===== config.mk =====
export PLATFORM = sky130hd
export DESIGN_NAME = hkcs_hash
export DESIGN_NICKNAME = d
export VERILOG_FILES = /design/src/rtl/hkcs_pkg.sv /design/src/rtl/hkcs_hash.sv
export SDC_FILE = /design/constraint.sdc
export NUM_CORES = 2
export LEC_CHECK = 0
export BUFFER_PORTS_ARGS = -buffer_cell sky130_fd_sc_hd__buf_2
export CAP_MARGIN = 20
export CELL_PAD_IN_SITES_DETAIL_PLACEMENT = 0
export CELL_PAD_IN_SITES_GLOBAL_PLACEMENT = 1
export CORE_MARGIN = 2
export CORE_UTILIZATION = 40
export CTS_CLUSTER_SIZE = 28
export DETAILED_ROUTE_END_ITERATION = 16
export MAX_ROUTING_LAYER = met4
export PLACE_DENSITY = 0.79
export SYNTH_ARGS = -nofsm -noshare
export SYNTH_HDL_FRONTEND = slang
export SYNTH_SLANG_ARGS = --single-unit

===== constraint.sdc =====
create_clock -name clk -period 13.8 [get_ports clk]
set_input_delay 2.76 -clock clk [delete_from_list [all_inputs] [get_ports clk]]
set_output_delay 2.76 -clock clk [all_outputs]
set_load 0.02 [all_outputs]

===== src/rtl/hkcs_pkg.sv =====
package hkcs_pkg;

  localparam int KEY_W  = 64;
  localparam int DCNT_W = 11;
  localparam int OVF_W  = 32;
  localparam int ADDR_W = 16;

  localparam logic [63:0] MIX_C1 = 64'h9E3779B97F4A7C15;
  localparam logic [63:0] MIX_C2 = 64'hBF58476D1CE4E5B9;
  localparam logic [63:0] MIX_C3 = 64'h94D049BB133111EB;

  localparam logic MODE_ADD   = 1'b0;
  localparam logic MODE_CLEAR = 1'b1;

  localparam logic [1:0] ST_INSERTED = 2'd0;
  localparam logic [1:0] ST_PRESENT  = 2'd1;
  localparam logic [1:0] ST_DROPPED  = 2'd2;
  localparam logic [1:0] ST_CLEARED  = 2'd3;

  typedef struct packed {
    logic             mode;
    logic [KEY_W-1:0] key;
  } item_t;

  typedef struct packed {
    logic [1:0]        status;
    logic [DCNT_W-1:0] distinct_count;
    logic [OVF_W-1:0]  overflow_count;
  } result_t;

  typedef struct packed {
    logic [ADDR_W-1:0] rd_addr;
    logic              wr_en;
    logic [ADDR_W-1:0] wr_addr;
    logic              wr_used;
    logic              wr_key_en;
    logic [KEY_W-1:0]  wr_key;
  } tbl_req_t;

endpackage


===== src/rtl/hkcs_hash.sv =====
module hkcs_hash import hkcs_pkg::*; (
  input  logic             clk,
  input  logic             rst,
  input  logic             start,
  input  logic [KEY_W-1:0] key,
  output logic             done,
  output logic [KEY_W-1:0] hash
);

  logic        busy;
  logic        rnd;
  logic [1:0]  step;
  logic [63:0] prod;
  logic [63:0] acc;
  logic [63:0] mul_b;
  logic [31:0] ma;
  logic [31:0] mb;
  logic [63:0] pre_sum;
  logic [63:0] acc_fin;
  logic [63:0] mixed;

  assign pre_sum = key + MIX_C1;
  assign mul_b   = rnd ? MIX_C3 : MIX_C2;
  assign acc_fin = acc + {prod[31:0], 32'h0};
  assign mixed   = rnd ? (acc_fin ^ (acc_fin >> 31)) : (acc_fin ^ (acc_fin >> 27));

  always_comb begin
    unique case (step)
      2'd0: begin
        ma = hash[31:0];
        mb = mul_b[31:0];
      end
      2'd1: begin
        ma = hash[31:0];
        mb = mul_b[63:32];
      end
      default: begin
        ma = hash[63:32];
        mb = mul_b[31:0];
      end
    endcase
  end

  always_ff @(posedge clk) begin
    if (rst) begin
      busy <= 1'b0;
      done <= 1'b0;
      rnd  <= 1'b0;
      step <= 2'd0;
    end else begin
      done <= 1'b0;
      if (start) begin
        hash <= pre_sum ^ (pre_sum >> 30);
        busy <= 1'b1;
        rnd  <= 1'b0;
        step <= 2'd0;
      end else if (busy) begin
        step <= step + 2'd1;
        unique case (step)
          2'd0: prod <= ma * mb;
          2'd1: begin
            prod <= ma * mb;
            acc  <= prod;
          end
          2'd2: begin
            prod <= ma * mb;
            acc  <= acc_fin;
          end
          default: begin
            hash <= mixed;
            if (rnd) begin
              busy <= 1'b0;
              done <= 1'b1;
            end else begin
              rnd <= 1'b1;
            end
          end
        endcase
      end
    end
  end

endmodule


==> metrics.txt <==
fin crit period=11020 ps; Setup TNS=0 ps; CTS resizes=0; most frequent cells in the layout=inv_1, fa_1, ha_1, nor2_1, nand2_1; Die Area=105000 µm²; Die Height=324 µm; # Max-Cap Violations=0; share of post-route cells with drive strength above 1=between 6 and 7%; predominant post-synthesis flop cell=edfxtp_1; wire length after detailed routing=about 150000 µm; asr flop ratio synth=0%; Clock Path Buffers=2; worst r2r path cells=30; Core Box Area=102000 µm²; flops & latches, synth=197; Die Span X=between 300 and 400 µm; Antenna Nets Post-Route=0; Hold Fails Final Rpt=0; reg2reg start=step[0]; CTS buffer count=17; area delta synth->final=6.75%; CTS Sinks=slightly below 200; GPL Wtd Cong=roughly 1.0; Final Cycle Share=about four fifths; DRT Pass-1 Iters=7; critical path type=flip-flop to flip-flop; Syn. warnings=0; maximum clock rate=approximately 90 MHz; crit-path max cell delay=around 800 ps; vias post-DR=just over 30000; antenna violations before repair=6; slowest CP cell=o41ai_1; wire length per cell=about 26 µm; relative slew slack=24.7%; Top Ports=between 100 and 150; Post-CTS Setup Bufs=0; crit-path most repeated cell=fa_1; gr ovfl total=0; slew at the pin with the worst max-slew slack=between 1000 and 1500 ps; CTS tree=done; Post-synth EDFFs=192; most common cell after layout, fill and taps aside=inv_1; CP Launch Point=step[0]; first-pass GRT wire length=about 220000 µm; post-synth cell types=85; Post-Place Cells=5580; net count after synthesis=between 5000 and 6000; endpoints failing setup=0; crit-path max FO=33; Seq/Total Area, Yosys=approximately 14%; crit start category=flip-flop; worst reg2reg setup slack=around 2800 ps; DR iter-0 viols=approximately 3200; largest net degree at the start of global routing=70; Final #Nets=about 5500; hold_buf cts=0; critical path arrival=11220 ps; reg2reg end=prod[61]; Worst-path clk slew=about 70 ps; crit path capture=prod[61]; row cnt=about 120; drt via density=between 5 and 6; worst hold path type=flip-flop to flip-flop; Finished Layout Cells=between 5000 and 6000; outcome=finished clean; worst-skew pair later-pin latency=about 450 ps; DRC Markers=0; I/O Buffers=approximately 130; Global Route Usage Sum=about 30%; Gate Count Post-Synth=4166; fillers=~10000; Required @ worst endpoint=13990 ps; crit path capture type=flip-flop; clk_skew=13.9 ps; hold slack final=~560 ps; CTS Root Cell=clkbuf_16; vias in the first global route=31600; RSZ-0062 raised after global routing=no; Syn Area/Cell=about 10 µm²; HPWL Detailed=130000 µm; Initial Util=between 40% and 50%; CTS H-tree depth=4; Slew Viols, Final=0; Post-Syn Area=about 41000 µm²
## routing by layer
layer  global-route usage [%]  vias up  wire, µm
li1                         -    13100         -
met1                     39.9    15500     63200
met2                     43.2     1440     64700
met3                     3.55      326     10700
met4                     13.9        0      9340
met5                        -        -         0
## cell usage after synthesis, types with 11 or more instances
library cell,count,share of area (%)
o21bai_1,21,0.38
nor2_1,286,2.6
o21ai_0,121,1.5
nor3_1,25,0.30
nand2_1,270,2.5
mux2_2,56,1.5
edfxtp_1,192,14
a21o_1,47,0.86
nor2b_1,45,0.69
xnor2_1,134,2.9
ha_1,377,11
and2_1,21,0.32
a31oi_1,20,0.30
a21oi_1,154,1.9
o21a_1,16,0.29
a211oi_1,14,0.26
mux2i_1,52,1.3
or2_2,22,0.34
and3_1,54,0.82
buf_1,15,0.14
o211ai_1,11,0.20
fa_1,812,40
clkbuf_1,97,0.89
inv_1,1042,9.5
xor2_1,80,1.7
nand3_1,20,0.24
nand4_1,23,0.35
## state kept, by name, indices dropped and copies added (netlist names)
name	cells
hash	64
done	1
prod	64
busy	1
rnd	1
acc	64
step	2
## cells by family after synthesis
family | count (synthesis) | synth area share, %
and+or+nand+nor | 818 | 9.12
xor gates and xnor gates | 217 | 4.73
adders and majority gates | 1189 | 51.1
buffers and inverters | 1162 | 10.7
DFF | 197 | 14.3
AOI/OAI and AO/OA | 474 | 7.25
muxes | 109 | 2.84
## stage by stage
stage / cell area (µm²) / utilization (%) / setup slack, ps
floorplan: 41000 / - / 4120
global placement: 43200 / 42.5 / 2630
detailed placement: 43200 / 42.5 / 2990
CTS: 43800 / 43.0 / 2920
global route: 43800 / 43.1 / 2140
finish: 43800 / 43.1 / 2780
## worst max-delay path, delay by kind of cell (launching register included)
| kind | cells | cell delay (ps) |
|---|---|---|
| xor+xnor | 1 | 100 |
| buf+inv | 7 | 1310 |
| flops | 1 | 450 |
| fa+ha+maj | 10 | 4730 |
| simple gates | 5 | 1200 |
| mux | 1 | 470 |
| compound gates | 6 | 2450 |
## area by class of cell
cell class                      count  area (µm²)  area share (%)
Multi-Input combinational cell   2807       30800            70.4
Sequential cell                   197        5870            13.4
Inverter                         1046        3930            8.96
Tap cell                         1368        1710            3.91
Timing Repair Buffer              163         908            2.07
Clock buffer                       18         429           0.979
Clock inverter                     12         131           0.300
Antenna cell                        1        2.50         0.00571
## worst min path at each step
stage	from	to	cells past startpoint	slack (ps)
2_1_floorplan	step[1]	step[1]	2	520
3_3_place_gp	prod[47]	acc[47]	1	540
3_5_place_dp	step[1]	step[1]	2	550
4_1_cts	prod[47]	acc[47]	1	560
5_1_grt	prod[48]	acc[48]	1	580
6_report	prod[47]	acc[47]	1	560
Power is left out: the tool's default activity adds up to more than one toggle a clock period on the data nets, which glitch-free logic cannot reach.
